--- config.mk ---
export PLATFORM = sky130hd
export DESIGN_NAME = key_matrix_debounce_event_queue_core
export DESIGN_NICKNAME = d
export VERILOG_FILES = /design/src/kmdeq_pkg.sv /design/src/key_matrix_debounce_event_queue_core.sv
export VERILOG_INCLUDE_DIRS = /design/src /design/src/src
export SDC_FILE = /design/constraint.sdc
export NUM_CORES = 1
export LEC_CHECK = 0
export CORE_UTILIZATION = 55
export CTS_BUF_LIST = sky130_fd_sc_hd__clkbuf_4 sky130_fd_sc_hd__clkbuf_8 sky130_fd_sc_hd__clkbuf_16
export DETAILED_ROUTE_END_ITERATION = 7
export DONT_BUFFER_PORTS = 1
export HOLD_SLACK_MARGIN = 0.02
export PLACE_DENSITY = 0.7
export RECOVER_POWER = 50
export SKIP_CTS_REPAIR_TIMING = 1
export SYNTH_ARGS = -nofsm -noshare
export SYNTH_HDL_FRONTEND = slang
export SYNTH_SLANG_ARGS = --single-unit
--- constraint.sdc ---
create_clock -name clk -period 6.05 [get_ports clk]
set_input_delay 1.5125 -clock clk [delete_from_list [all_inputs] [get_ports clk]]
set_output_delay 1.5125 -clock clk [all_outputs]
set_load 0.02 [all_outputs]
--- src/assert_macros.svh ---
// Assertion helpers included by the core RTL file.
`ifndef ASSERT_MACROS_SVH
`define ASSERT_MACROS_SVH

// Same-cycle implication, checked on every rising edge out of reset.
`define ASSERT_IMPL(lbl, clk, rst_n, ante, cons, msg) \
    lbl: assert property (@(posedge clk) disable iff (!rst_n) (ante) |-> (cons)) \
        else $error(msg);

// Next-cycle implication, checked on every rising edge out of reset.
`define ASSERT_NEXT(lbl, clk, rst_n, ante, cons, msg) \
    lbl: assert property (@(posedge clk) disable iff (!rst_n) (ante) |=> (cons)) \
        else $error(msg);

`endif

--- src/kmdeq_pkg.sv ---
package kmdeq_pkg;

    localparam int LEVEL_BITS = 18;
    localparam int KNUM_W     = 7;

    localparam logic [7:0] COUNT_MAX      = 8'hFF;
    localparam logic [7:0] DEBOUNCE_RESET = 8'd5;

    localparam logic [1:0] ACT_SCAN          = 2'd0;
    localparam logic [1:0] ACT_DRAIN_PRESS   = 2'd1;
    localparam logic [1:0] ACT_DRAIN_RELEASE = 2'd2;

    localparam logic REG_DEBOUNCE = 1'b0;

    typedef struct packed {
        logic [1:0]  action;
        logic [17:0] key_levels;
    } req_t;

    typedef struct packed {
        logic [5:0] key_index;
        logic [4:0] event_count;
        logic       queue_empty;
        logic       last;
        logic [4:0] presses_pending;
        logic [4:0] releases_pending;
    } evt_t;

endpackage

--- src/key_matrix_debounce_event_queue_core.sv ---
// Key matrix scanner with per-key debounce and press/release event queues.
// Request channel (req_valid, req_stall, req): a scan word carries one sample of
// the whole matrix, row-major; a drain word empties the press or release queue.
// Event channel (evt_valid, evt_stall, evt): one word per drained entry, oldest
// first, with last set on the final one; an empty queue gives a single word
// with queue_empty set. A scan gives no event words.
// The hold counters sit in a memory with one read and one write port that one
// increment-and-compare unit visits one key per cycle during a scan, reading
// the next key while writing back the current one.
// A drain passes through ST_DRAIN_RD and then ST_DRAIN_OUT for each entry, as the
// queue memory's read port is registered; an empty queue goes to ST_DRAIN_EMPTY.
// The block takes the next request while the last event word still waits.
// When the receiver stalls, the event word holds and the drain waits with it.
// Reset clears all counters, down flags and queue fills and sets the debounce
// count to 5; it takes effect at once, with no clearing pass.
// The debounce count sits at APB byte address 0.
module key_matrix_debounce_event_queue_core
    import kmdeq_pkg::*;
#(
    parameter int ROWS        = 3,
    parameter int COLS        = 6,
    parameter int QUEUE_DEPTH = 16
)
(
    input  logic        clk,
    input  logic        rst_n,

    input  logic        req_valid,
    output logic        req_stall,
    input  req_t        req,

    output logic        evt_valid,
    input  logic        evt_stall,
    output evt_t        evt,

    input  logic        psel,
    input  logic        penable,
    input  logic        pwrite,
    input  logic [2:0]  paddr,
    input  logic [31:0] pwdata,
    output logic [31:0] prdata,
    output logic        pready
);

    localparam int NUM_KEYS = ROWS * COLS;
    localparam int KEY_W    = (NUM_KEYS > 1) ? $clog2(NUM_KEYS) : 1;
    localparam int KCNT_W   = $clog2(NUM_KEYS + 1);
    localparam int QA_W     = (QUEUE_DEPTH > 1) ? $clog2(QUEUE_DEPTH) : 1;
    localparam int FILL_W   = $clog2(QUEUE_DEPTH + 1);

    typedef enum logic [2:0] {
        ST_IDLE,
        ST_SCAN,
        ST_DRAIN_RD,
        ST_DRAIN_OUT,
        ST_DRAIN_EMPTY
    } state_t;

    state_t             state_reg;
    logic [7:0]         debounce_reg;
    logic [17:0]        levels_reg;
    logic [KCNT_W-1:0]  rd_idx_reg;
    logic               upd_vld_reg;
    logic [KEY_W-1:0]   upd_idx_reg;
    logic [NUM_KEYS-1:0] hold_vld_reg;
    logic [NUM_KEYS-1:0] down_reg;
    logic [FILL_W-1:0]  press_fill_reg;
    logic [FILL_W-1:0]  release_fill_reg;
    logic               drain_rel_reg;
    logic [FILL_W-1:0]  drain_cnt_reg;
    logic [FILL_W-1:0]  drain_idx_reg;
    logic               evt_valid_reg;
    evt_t               evt_reg;

    // Memories and their registered read data.
    logic [7:0]         hold_mem [NUM_KEYS];
    logic [5:0]         press_mem [QUEUE_DEPTH];
    logic [5:0]         release_mem [QUEUE_DEPTH];
    logic [7:0]         hold_q_reg;
    logic [5:0]         press_q_reg;
    logic [5:0]         release_q_reg;

    logic               req_acc;
    logic               out_free;
    logic               evt_load;
    logic               cfg_write;
    logic               rd_more;
    logic [KNUM_W-1:0]  upd_num;
    logic               level_hi;
    logic [7:0]         old_count;
    logic [7:0]         new_count;
    logic [7:0]         hold_wdata;
    logic               press_ev;
    logic               set_down;
    logic               release_ev;
    logic               press_we;
    logic               release_we;
    logic [5:0]         drained_key;

    assign req_stall = (state_reg != ST_IDLE);
    assign req_acc   = req_valid && !req_stall;
    assign out_free  = !evt_valid_reg || !evt_stall;
    assign evt_load  = out_free && ((state_reg == ST_DRAIN_OUT)
                                    || (state_reg == ST_DRAIN_EMPTY));
    assign cfg_write = psel && penable && pwrite;
    assign rd_more   = (rd_idx_reg < KCNT_W'(NUM_KEYS));

    assign evt_valid = evt_valid_reg;
    assign evt       = evt_reg;
    assign pready    = 1'b1;
    assign prdata    = (paddr[2] == REG_DEBOUNCE) ? {24'b0, debounce_reg} : 32'b0;

    // Increment-and-compare unit shared by all keys of a scan.
    always_comb
    begin
        upd_num    = KNUM_W'(upd_idx_reg);
        level_hi   = (upd_num < KNUM_W'(LEVEL_BITS)) && levels_reg[upd_num[4:0]];
        old_count  = hold_vld_reg[upd_idx_reg] ? hold_q_reg : 8'd0;
        new_count  = (old_count != COUNT_MAX) ? old_count + 8'd1 : COUNT_MAX;
        hold_wdata = level_hi ? new_count : 8'd0;
        press_ev   = level_hi && (new_count == debounce_reg) && (new_count != old_count);
        set_down   = level_hi && (press_ev || (new_count > debounce_reg));
        release_ev = !level_hi && down_reg[upd_idx_reg];
        press_we   = upd_vld_reg && press_ev && (press_fill_reg < FILL_W'(QUEUE_DEPTH));
        release_we = upd_vld_reg && release_ev
                     && (release_fill_reg < FILL_W'(QUEUE_DEPTH));
        drained_key = drain_rel_reg ? release_q_reg : press_q_reg;
    end

    always_ff @(posedge clk)
    begin
        hold_q_reg <= hold_mem[rd_idx_reg[KEY_W-1:0]];
        if (upd_vld_reg)
        begin
            hold_mem[upd_idx_reg] <= hold_wdata;
        end
    end

    always_ff @(posedge clk)
    begin
        press_q_reg   <= press_mem[drain_idx_reg[QA_W-1:0]];
        release_q_reg <= release_mem[drain_idx_reg[QA_W-1:0]];
        if (press_we)
        begin
            press_mem[press_fill_reg[QA_W-1:0]] <= upd_num[5:0];
        end
        if (release_we)
        begin
            release_mem[release_fill_reg[QA_W-1:0]] <= upd_num[5:0];
        end
    end

    always_ff @(posedge clk or negedge rst_n)
    begin
        if (!rst_n)
        begin
            state_reg        <= ST_IDLE;
            debounce_reg     <= DEBOUNCE_RESET;
            rd_idx_reg       <= '0;
            upd_vld_reg      <= 1'b0;
            upd_idx_reg      <= '0;
            hold_vld_reg     <= '0;
            down_reg         <= '0;
            press_fill_reg   <= '0;
            release_fill_reg <= '0;
            drain_rel_reg    <= 1'b0;
            drain_cnt_reg    <= '0;
            drain_idx_reg    <= '0;
            evt_valid_reg    <= 1'b0;
        end
        else
        begin
            if (cfg_write && (paddr[2] == REG_DEBOUNCE))
            begin
                debounce_reg <= pwdata[7:0];
            end

            if (evt_load)
            begin
                evt_valid_reg <= 1'b1;
            end
            else if (evt_valid_reg && !evt_stall)
            begin
                evt_valid_reg <= 1'b0;
            end

            // Write-back side of the scan pipeline.
            if (upd_vld_reg)
            begin
                hold_vld_reg[upd_idx_reg] <= 1'b1;
                if (set_down)
                begin
                    down_reg[upd_idx_reg] <= 1'b1;
                end
                else if (release_ev)
                begin
                    down_reg[upd_idx_reg] <= 1'b0;
                end
                if (press_we)
                begin
                    press_fill_reg <= press_fill_reg + FILL_W'(1);
                end
                if (release_we)
                begin
                    release_fill_reg <= release_fill_reg + FILL_W'(1);
                end
            end

            unique case (state_reg)
                ST_IDLE:
                begin
                    if (req_acc)
                    begin
                        drain_idx_reg <= '0;
                        rd_idx_reg    <= '0;
                        upd_vld_reg   <= 1'b0;
                        levels_reg    <= req.key_levels;
                        priority if (req.action == ACT_SCAN)
                        begin
                            state_reg <= ST_SCAN;
                        end
                        else if (req.action == ACT_DRAIN_PRESS)
                        begin
                            drain_rel_reg  <= 1'b0;
                            drain_cnt_reg  <= press_fill_reg;
                            press_fill_reg <= '0;
                            state_reg      <= (press_fill_reg == '0) ? ST_DRAIN_EMPTY
                                                                     : ST_DRAIN_RD;
                        end
                        else if (req.action == ACT_DRAIN_RELEASE)
                        begin
                            drain_rel_reg    <= 1'b1;
                            drain_cnt_reg    <= release_fill_reg;
                            release_fill_reg <= '0;
                            state_reg        <= (release_fill_reg == '0) ? ST_DRAIN_EMPTY
                                                                         : ST_DRAIN_RD;
                        end
                        else
                        begin
                            // The unused action is taken and dropped.
                            state_reg <= ST_IDLE;
                        end
                    end
                end

                ST_SCAN:
                begin
                    // Read of key rd_idx overlaps the write-back of key upd_idx.
                    if (rd_more)
                    begin
                        upd_vld_reg <= 1'b1;
                        upd_idx_reg <= rd_idx_reg[KEY_W-1:0];
                        rd_idx_reg  <= rd_idx_reg + KCNT_W'(1);
                    end
                    else
                    begin
                        upd_vld_reg <= 1'b0;
                        if (!upd_vld_reg)
                        begin
                            state_reg <= ST_IDLE;
                        end
                    end
                end

                ST_DRAIN_RD:
                begin
                    state_reg <= ST_DRAIN_OUT;
                end

                ST_DRAIN_OUT:
                begin
                    if (out_free)
                    begin
                        evt_reg.key_index            <= drained_key;
                        evt_reg.event_count          <= 5'(drain_cnt_reg);
                        evt_reg.queue_empty          <= 1'b0;
                        evt_reg.last                 <= (drain_idx_reg + FILL_W'(1)
                                                         == drain_cnt_reg);
                        evt_reg.presses_pending      <= 5'(press_fill_reg);
                        evt_reg.releases_pending     <= 5'(release_fill_reg);
                        drain_idx_reg                <= drain_idx_reg + FILL_W'(1);
                        state_reg <= (drain_idx_reg + FILL_W'(1) == drain_cnt_reg)
                                     ? ST_IDLE : ST_DRAIN_RD;
                    end
                end

                ST_DRAIN_EMPTY:
                begin
                    if (out_free)
                    begin
                        evt_reg.key_index        <= 6'd0;
                        evt_reg.event_count      <= 5'd0;
                        evt_reg.queue_empty      <= 1'b1;
                        evt_reg.last             <= 1'b1;
                        evt_reg.presses_pending  <= 5'(press_fill_reg);
                        evt_reg.releases_pending <= 5'(release_fill_reg);
                        state_reg                <= ST_IDLE;
                    end
                end

                default:
                begin
                    state_reg <= ST_IDLE;
                end
            endcase
        end
    end

`include "assert_macros.svh"

    `ASSERT_IMPL(a_fill_bound, clk, rst_n, 1'b1,
        (press_fill_reg <= FILL_W'(QUEUE_DEPTH)) && (release_fill_reg <= FILL_W'(QUEUE_DEPTH)),
        "queue fill count exceeds the queue depth")
    `ASSERT_IMPL(a_empty_word, clk, rst_n, evt_valid && evt.queue_empty,
        evt.last && (evt.event_count == 5'd0), "empty-queue word is malformed")
    `ASSERT_IMPL(a_entry_word, clk, rst_n, evt_valid && !evt.queue_empty,
        evt.event_count != 5'd0, "drained entry word carries a zero count")
    `ASSERT_NEXT(a_busy_after_req, clk, rst_n,
        req_acc && ((req.action == ACT_SCAN) || (req.action == ACT_DRAIN_PRESS)
                    || (req.action == ACT_DRAIN_RELEASE)),
        state_reg != ST_IDLE, "accepted request did not start work")

endmodule

==> run metrics, run 1 <==
run status completed; PortBufs 0; Via density around 5.9; latest clock arrival within the worst-skew pair ~0.56 ns; Vias around 10000; Int Power approximately 7 mW; net switching power about 3.3 mW; Avg WL per Cell roughly 21 µm; clock root buffer clkbuf_16; DP Area around 0.019 mm²; Site Rows between 60 and 70; register area share after synthesis between 60% and 70%; async set-reset flop share out of synthesis between 10% and 20%; pin count of the biggest net entering global routing 83; die height 186 µm; mapped cell area 0.0185 mm²; Yosys reg bits between 400 and 500; Largest register FFs roughly 140; clk_skew 0.0249 ns; routability cong. just over 0.8; crit path time final about 5.5 ns; # DRC 0; startpoint class of the critical path register; Max-Cap Viols 0; Overflow after GRT 0; core area 0.0329 mm²; post-synthesis cell type count between 60 and 70; final net count around 1300; initial antenna violation count 0; CTS tree done; commonest cells after routing, fill and taps aside edfxtp_1, nor2_1, mux2i_1, nand2_1, dfrtp_1; Crit Path Max Fanout 14; Final Cycle Share 90.4%; IO Pins 120; main flop type after synthesis edfxtp_1; CP arrival between 5 and 6 ns; slew margin rel. between 15 and 20%; Initial DRT Pass Iterations 5; first-pass GRT wire length 56.8 mm; DRT iter0 DRCs between 700 and 800; RSZ-0062 raised after global routing no; H-Tree Depth 2; Total GRT Usage 21.9%; Reg with most FFs hold_mem; pins over their slew limit 0; Hold Fails Final Rpt 0; Critical Path Sink Type register; most common cell after layout, fill and taps aside edfxtp_1; Final HPWL DP ~24 mm; Worst-path clk slew 0.07 ns; area delta synth->final 10.1%; VDD IR max around 0.40 mV; layout cells sized above 1 ~16%; Leak slightly above 7 nW; Final ANT Viol Nets 0; Post-Synthesis Cells around 1200; Flop pwr share 44.7%; ant diodes 0; die footprint between 0.03 and 0.04 mm²; Slew @ Worst Pin 1.23 ns; Max Freq 183 MHz; fin area 0.0204 mm²; clock sinks 442; Core Util, Final a little over 60%; switching power share of the total 32.4%; # setup viols final 0; chip width 186 µm; Gate power share between 20% and 30%; CTS Buf Count 45; syn_area_per_cell around 15 µm²; CP Data Required Time between 6 and 7 ns; final wirelength between 30 and 40 mm; Fin Setup TNS 0 ns; power per cell area between 400 and 500 mW/mm²; critical path class register to register; vias in the first global route 10100; Initial Util between 50 and 60%; synth warn 0; Post-synth EDFFs 344; maximum clock path buffer count 3; Hold Path Class register to register; clock network fraction of design power 27.8%
-- final timing paths --
path / from / endpoint / slack, ns / depth (start not counted)
max: upd_idx_reg[0] / press_mem[8][0] / 0.58 / 16
min: hold_vld_reg[9] / hold_vld_reg[9] / 0.46 / 1
max reg2reg: upd_idx_reg[0] / press_mem[8][0] / 0.58 / 16
min reg2reg: hold_vld_reg[9] / hold_vld_reg[9] / 0.46 / 1
max in group asynchronous: rst_n / debounce_reg[2] / 5.10 / 0
min in group asynchronous: rst_n / upd_idx_reg[2] / 0.67 / 0
-- final cells by class --
class | count | area (µm²)
clock buffers | 54 | 1200
clock inverters | 28 | 308
fillers | 2439 | 12500
inverters | 24 | 90.1
multi-input cells | 683 | 5380
flip-flops and latches | 442 | 12700
well taps | 442 | 553
repair buffers | 23 | 174
-- critical path, cell delays in order, from the launching register on --
cell,delay [ns]
dfrtp_2,0.59
mux4_2,0.59
o2111ai_1,0.42
nand2_1,0.27
and2_1,0.23
ha_1,0.22
and3_1,0.21
nand3_1,0.17
or2_2,0.22
nand2_1,0.09
o21a_1,0.18
ha_1,0.28
and4_1,0.19
and2_1,0.19
nand2_1,0.11
or4b_2,0.72
nor2_1,0.40
-- cell usage after synthesis, types with 3 or more instances --
cell	count	area, µm²
mux4_2	60	1350
nand3_1	16	80.1
buf_4	26	195
nand2_1	81	304
xor2_1	7	61.3
o2bb2ai_1	3	26.3
nand2b_1	8	50.1
dfxtp_1	18	360
o22a_1	3	26.3
nor3_1	19	95.1
nor4_1	9	56.3
nor2_1	89	334
a221oi_1	10	87.6
o31ai_1	27	203
and3_1	4	25.0
edfxtp_1	344	10300
clkbuf_1	46	173
dfrtp_1	78	1950
or2_2	24	150
nor4b_1	6	52.6
mux2_2	17	191
or3_1	7	43.8
buf_1	12	45.0
o21ai_0	42	210
xnor2_1	3	26.3
a22oi_1	10	75.1
o22ai_1	7	43.8
and2_1	14	87.6
a21o_1	5	37.5
a21oi_1	37	185
nand3b_1	4	30.0
inv_1	24	90.1
or4_1	3	22.5
mux2i_1	81	811
nand4_1	3	18.8
ha_1	22	275
buf_2	5	25.0
nor2b_1	7	43.8
-- routing by layer --
layer  GRT usage (%)  vias to the layer above  wire length [µm]
li1                -                     4597                 -
met1            30.1                     5106             15800
met2            36.4                      236             18300
met3            3.01                       56              1480
met4            6.49                        0               716
met5               0                        -                 0
-- power by group through the flow --
| stage | Sequential, mW | Combinational (mW) | Clock, mW |
|---|---|---|---|
| after floorplan | 4.39 | 2.11 | 0 |
| after global placement | 4.55 | 2.70 | 0 |
| after detailed placement | 4.57 | 2.80 | 0 |
| after CTS | 4.51 | 2.81 | 2.85 |
| after global routing | 4.56 | 3.06 | 2.96 |
| final | 4.51 | 2.77 | 2.81 |
-- through the flow --
step                      cells  hold WS [ns]  setup WS (ns)  power (mW)
after floorplan            1240         0.423          0.729        6.50
after global placement     1614         0.447          0.715        7.24
after detailed placement   1614         0.454          0.623        7.36
after CTS                  1696         0.469          0.582        10.2
after global routing       1696         0.472          0.276        10.6
final                      1696         0.464          0.578        10.1
-- cells by family after synthesis --
group / after synthesis / synth area share, %
other: 2 / 0.0405
adder cells (fa/ha/maj): 22 / 1.49
buffers and inverters: 115 / 2.94
AND/OR/NAND/NOR: 302 / 7.90
flip-flops: 442 / 68.5
multiplexers: 158 / 12.7
XOR/XNOR: 10 / 0.473
AO/OA/AOI/OAI: 165 / 5.95
Power figures use the tool's default switching activity.
==> inputs of run 2 (changes only) <==
CORE_MARGIN = 2   (was unset)
==> run 2 against run 1 <==
The run now ends with capacitance limit, slew limit left. Register-to-register slack improved by 0.04 ns. Hold slack improved by 0.00079 ns. Total power rose by 0.37%. Critical path depth is 1 higher. Critical path type unchanged. Largest cell class unchanged. Highest routed layer unchanged.
==> run metrics, run 2 (synthesis gave the netlist of run 1 again) <==
CP arrival 5.61 ns (-0.05 ns); Final ANT Viol Nets 0 (unchanged); pin count of the biggest net entering global routing 83 (unchanged); reg2reg end press_mem[9][0]; IO Pins 120 (unchanged); crit path time final 5.43 ns (-0.0421 ns); Avg WL per Cell 21.7 µm (+1.6%); Int Power 6.83 mW (+0.12%); CP Data Required Time 6.23 ns (about the same); Final Cycle Share 89.7% (-0.70 points); H-Tree Depth 2 (unchanged); RSZ-0062 raised after global routing no; startpoint class of the critical path register; area delta synth->final 10.3%; first-pass GRT wire length 58.0 mm (+2.1%); ant diodes 0 (unchanged); Worst Slack Setup Final 0.621 ns (+0.0421 ns); Overflow after GRT 0 (unchanged); final net count 1303 (unchanged); Via density 5.94 (+0.75%); vias in the first global route 10100 (+0.12%); Worst Setup SP upd_idx_reg[4]; most common cell after layout, fill and taps aside edfxtp_1; Site Rows 67 (+1.5%); CTS tree done; Critical Path Sink Type register; clock sinks 442 (unchanged); # DRC 0 (unchanged); Crit Path Max Fanout 9 (-5); switching power share of the total 32.6% (+0.17 points); run status complete, but fails checks; R2R Setup Slk 0.62 ns (+0.04 ns); Total GRT Usage 21.3% (-0.59 points); Initial DRT Pass Iterations 5 (unchanged); violated checks capacitance limit, slew limit; critical path class register to register; clock root buffer clkbuf_16; core area 0.0334 mm² (+1.5%); Slew @ Worst Pin 1.88 ns (+0.654 ns); Cells after DPL 1621 (+0.43%); layout cells sized above 1 16.8% (+0.54 points); power per cell area 496 mW/mm² (+0.23%); RR Startpoint upd_idx_reg[4]; PortBufs 0 (unchanged); latest clock arrival within the worst-skew pair 0.55 ns (about the same); CTS Buf Count 44 (-2.2%); die height 188 µm (+1.1%); cells on worst reg2reg path 17 (+1); total power draw 10.1 mW (+0.37%); Worst-path clk slew 0.06 ns (about the same); chip width 188 µm (+1.1%); Hold Path Class register to register; maximum clock path buffer count 3 (unchanged); die footprint 0.0352 mm² (+2.2%); slew margin rel. -25.7% (-43 points); Gate power share 26.9% (-0.6 points); VDD IR max 0.293 mV (-26%); pins over their slew limit 91 (+91); Max-Cap Viols 3 (+3); clock network fraction of design power 27.8% (about the same); setup slack at placement 0.685 ns (+0.0621 ns); commonest cells after routing, fill and taps aside edfxtp_1, nor2_1, mux2i_1, nand2_1, dfrtp_1; Core Util, Final 61.3% (-0.84 points); net switching power 3.30 mW (+0.89%); Post-Layout Cell Count 1703 (+0.41%); Final HPWL DP 24.0 mm (+0.98%); Reg with most FFs hold_mem; Initial Util 55.5% (-0.84 points); Vias 10100 (+1.2%); critical path endpoint press_mem[9][0]; Largest register FFs 144 (unchanged); initial antenna violation count 0 (unchanged); Hold Fails Final Rpt 0 (unchanged); Max Freq 184 MHz (+0.78%); clk_skew 0.0196 ns (-0.00525 ns); Flop pwr share 45.3% (+0.6 points); Fin Setup TNS 0 ns (unchanged); Leak 7.23 nW (+0.36%); # setup viols final 0 (unchanged); routability cong. 0.794 (-2.9%); final wirelength 37.0 mm (+2.0%); Fill cells 2447 (+0.33%); DRT iter0 DRCs 946 (+33%)
## run 2: cell types whose count changed in the layout (fill, tap and decap cells not counted), sizes merged
cell,change
bufinv,-1
clkbuf,+4
clkinv,-1
clkinvlp,-1
## run 2: routing by layer
metal  part of all wire (%)  track usage [%]  vias up
met1                     42             29.5     5154
met2                     50             35.3      283
met4                    2.6             6.30        0
met3                    4.8             3.20       67
met5                      0                0        -
li1                       -                -     4608
## run 2: worst min-delay path by stage
| stage | from | slack [ns] | to | depth (start not counted) |
|---|---|---|---|---|
| 2_1_floorplan | release_fill_reg[2] | 0.42 | evt[2] | 0 |
| 5_1_grt | hold_vld_reg[9] | 0.49 | hold_vld_reg[9] | 1 |
| 6_report | hold_vld_reg[14] | 0.47 | hold_vld_reg[14] | 1 |
| 3_5_place_dp | hold_vld_reg[14] | 0.45 | hold_vld_reg[14] | 1 |
| 3_3_place_gp | hold_vld_reg[11] | 0.45 | hold_vld_reg[11] | 1 |
| 4_1_cts | hold_vld_reg[14] | 0.47 | hold_vld_reg[14] | 1 |
## run 2: critical path, stage by stage (launching register included)
cell and delay (ns):
dfrtp_1 0.40, or3b_2 0.59, o221ai_1 0.27, o31ai_1 0.14, buf_4 0.19, nand2_1 0.18
and2_1 0.17, ha_1 0.20, and3_1 0.21, nand3_1 0.16, or2_2 0.39, and3_1 0.24
ha_1 0.27, and4_1 0.20, and2_1 0.20, nand2_1 0.12, or4b_2 0.72, nor2_1 0.42
## run 2: cell type report
cell class	instances	area (µm²)	share of cell area, %
Sequential cell	442	12700	62.1
Multi-Input combinational cell	683	5390	26.4
Clock buffer	57	1260	6.17
Tap cell	448	561	2.74
Clock inverter	25	274	1.34
Timing Repair Buffer	24	165	0.808
Inverter	24	90.1	0.441
## run 2: metrics by stage
step                hold WS (ns)  area, µm²
floorplan                  0.423      18600
global route               0.487      20400
detailed placement         0.454      18900
finish                     0.465      20400
CTS                        0.469      20500
global placement           0.446      18900
## run 2: power by group through the flow
stage / clock network [mW] / registers (mW) / logic, mW
floorplan: 0 / 4.39 / 2.11
global placement: 0 / 4.63 / 2.65
detailed placement: 0 / 4.64 / 2.72
CTS: 2.86 / 4.58 / 2.73
global route: 2.98 / 4.64 / 3.00
finish: 2.82 / 4.59 / 2.72
==> inputs of run 3 (changes only) <==
CORE_ASPECT_RATIO = 1.1   (was unset)
==> run 3 against run 2 <==
The run still ends with capacitance limit, slew limit left. Die area is essentially flat. Combinational power grew 3%. Largest cell class unchanged. Sequential share of layout area grew 0.45 points. Register-to-register slack lost 0.07 ns. Non-clock buffer count grew 4. Count of clock-buffer cells in the layout shrank 5. Core utilization shrank 0.12 points. Via count shrank 1.4%. Critical path type unchanged. Sequential cell count is the same. Sequential power shrank 1%. Global-route usage grew 0.11 points.
==> run metrics, run 3 (synthesis gave the netlist of run 1 again) <==
routability cong. 0.806 (+1.5%); Final HPWL DP 24.2 mm (+0.79%); clock root buffer clkbuf_16; final wirelength 36.8 mm (-0.73%); PortBufs 0 (unchanged); Initial DRT Pass Iterations 5 (unchanged); clk_skew 0.0185 ns (-0.00117 ns); die footprint 0.0352 mm² (about the same); ant diodes 0 (unchanged); Total GRT Usage 21.4% (+0.11 points); RSZ-0062 raised after global routing no; Post-Layout Cell Count 1686 (-1.0%); critical path class register to register; CTS tree done; H-Tree Depth 2 (unchanged); pin count of the biggest net entering global routing 83 (unchanged); Fin Hold WS 0.468 ns (+0.00334 ns); Vias 9970 (-1.4%); # setup viols final 0 (unchanged); final net count 1305 (+0.15%); Initial Util 55.8% (+0.28 points); clock sinks 442 (unchanged); total power draw 9.94 mW (-1.9%); Final Cycle Share 90.9% (+1.1 points); Leak 7.16 nW (-1.0%); maximum clock path buffer count 3 (unchanged); Worst-path clk slew 0.06 ns (about the same); crit path time final 5.50 ns (+0.0671 ns); CP Data Required Time 6.23 ns (about the same); vias in the first global route 9941 (-1.3%); Largest register FFs 144 (unchanged); first-pass GRT wire length 56.7 mm (-2.1%); commonest cells after routing, fill and taps aside edfxtp_1, nor2_1, mux2i_1, nand2_1, dfrtp_1; Max-Cap Viols 2 (-1); R2R Setup Slk 0.55 ns (-0.07 ns); pins over their slew limit 64 (-30%); IO Pins 120 (unchanged); Final ANT Viol Nets 0 (unchanged); # DRC 0 (unchanged); Core Util, Final 61.1% (-0.12 points); Site Rows 70 (+4.5%); Reg with most FFs hold_mem; Worst Setup SP upd_idx_reg[0]; Crit Path Max Fanout 16 (+7); DRT iter0 DRCs 793 (-16%); area delta synth->final 9.52%; Cells after DPL 1609 (-0.74%); Critical Path Sink Type register; violated checks capacitance limit, slew limit; cells on worst reg2reg path 16 (-1); run status complete, but fails checks; power per cell area 490 mW/mm² (-1.2%); latest clock arrival within the worst-skew pair 0.54 ns (about the same); Fin Setup TNS 0 ns (unchanged); CP arrival 5.67 ns (+0.06 ns); slew margin rel. -49.5% (-24 points); critical path endpoint press_mem[8][2]; VDD IR max 0.292 mV (-0.12%); Fill cells 2422 (-1.0%); initial antenna violation count 0 (unchanged); Hold Path Class register to register; Avg WL per Cell 21.8 µm (+0.27%); Slew @ Worst Pin 2.24 ns (+0.358 ns); Via density 5.91 (-0.41%); chip width 179 µm (-4.6%); layout cells sized above 1 16.4% (-0.39 points); Hold Fails Final Rpt 0 (unchanged); Max Freq 182 MHz (-1.2%); hold depth 1 (unchanged); most common cell after layout, fill and taps aside edfxtp_1; die height 197 µm (+4.8%); startpoint class of the critical path register; core area 0.0332 mm² (-0.51%); Overflow after GRT 0 (unchanged); reg2reg end press_mem[8][2]; RR Startpoint upd_idx_reg[0]; CTS Buf Count 42 (-4.5%)
==> run 3: how the worst min path moves through the flow <==
stage / slack [ns] / to / from
global route: 0.48 / hold_vld_reg[8] / hold_vld_reg[8]
floorplan: 0.42 / evt[2] / release_fill_reg[2]
finish: 0.47 / hold_vld_reg[15] / hold_vld_reg[15]
detailed placement: 0.45 / hold_vld_reg[10] / hold_vld_reg[10]
CTS: 0.47 / hold_vld_reg[10] / hold_vld_reg[10]
global placement: 0.45 / hold_vld_reg[8] / hold_vld_reg[8]
==> run 3: per-stage QoR <==
| step | setup WS, ns | instance area (µm²) |
|---|---|---|
| after global placement | 0.689 | 18900 |
| after floorplan | 0.729 | 18600 |
| after global routing | 0.211 | 20300 |
| final | 0.553 | 20300 |
| after CTS | 0.553 | 20300 |
| after detailed placement | 0.585 | 18900 |
==> run 3: power breakdown <==
| part | internal, mW | switching (mW) |
|---|---|---|
| clock network | 1.53 | 1.07 |
| logic | 1.04 | 1.75 |
| registers | 4.12 | 0.421 |
==> run 3: layout make-up <==
| class | instances | area (µm²) | share of cell area [%] |
|---|---|---|---|
| timing repair buffer | 28 | 191 | 0.943 |
| multi-input combinational | 683 | 5380 | 26.5 |
| inverter | 24 | 90.1 | 0.444 |
| clock inverter | 25 | 224 | 1.10 |
| sequential | 442 | 12700 | 62.6 |
| clock buffer | 52 | 1160 | 5.73 |
| tap | 432 | 541 | 2.66 |
==> run 3: routing by layer <==
layer | vias to the layer above | share of wire, % | track usage [%]
li1 | 4597 | - | -
met1 | 5072 | 41 | 28.1
met2 | 242 | 52 | 36.7
met3 | 59 | 4.3 | 3.43
met4 | 0 | 2.6 | 6.44
met5 | - | 0 | 0
==> run 3: critical path, cell delays in order (launching register included) <==
cell	delay [ns]
dfrtp_2	0.62
mux4_2	0.59
o2111ai_1	0.43
nand2_1	0.26
and2_1	0.23
ha_1	0.22
and3_1	0.21
nand3_1	0.15
or2_2	0.20
nand2_1	0.09
o21a_1	0.18
ha_1	0.29
and4_1	0.19
and2_1	0.21
nand2_1	0.12
or4b_2	0.72
nor2_1	0.41
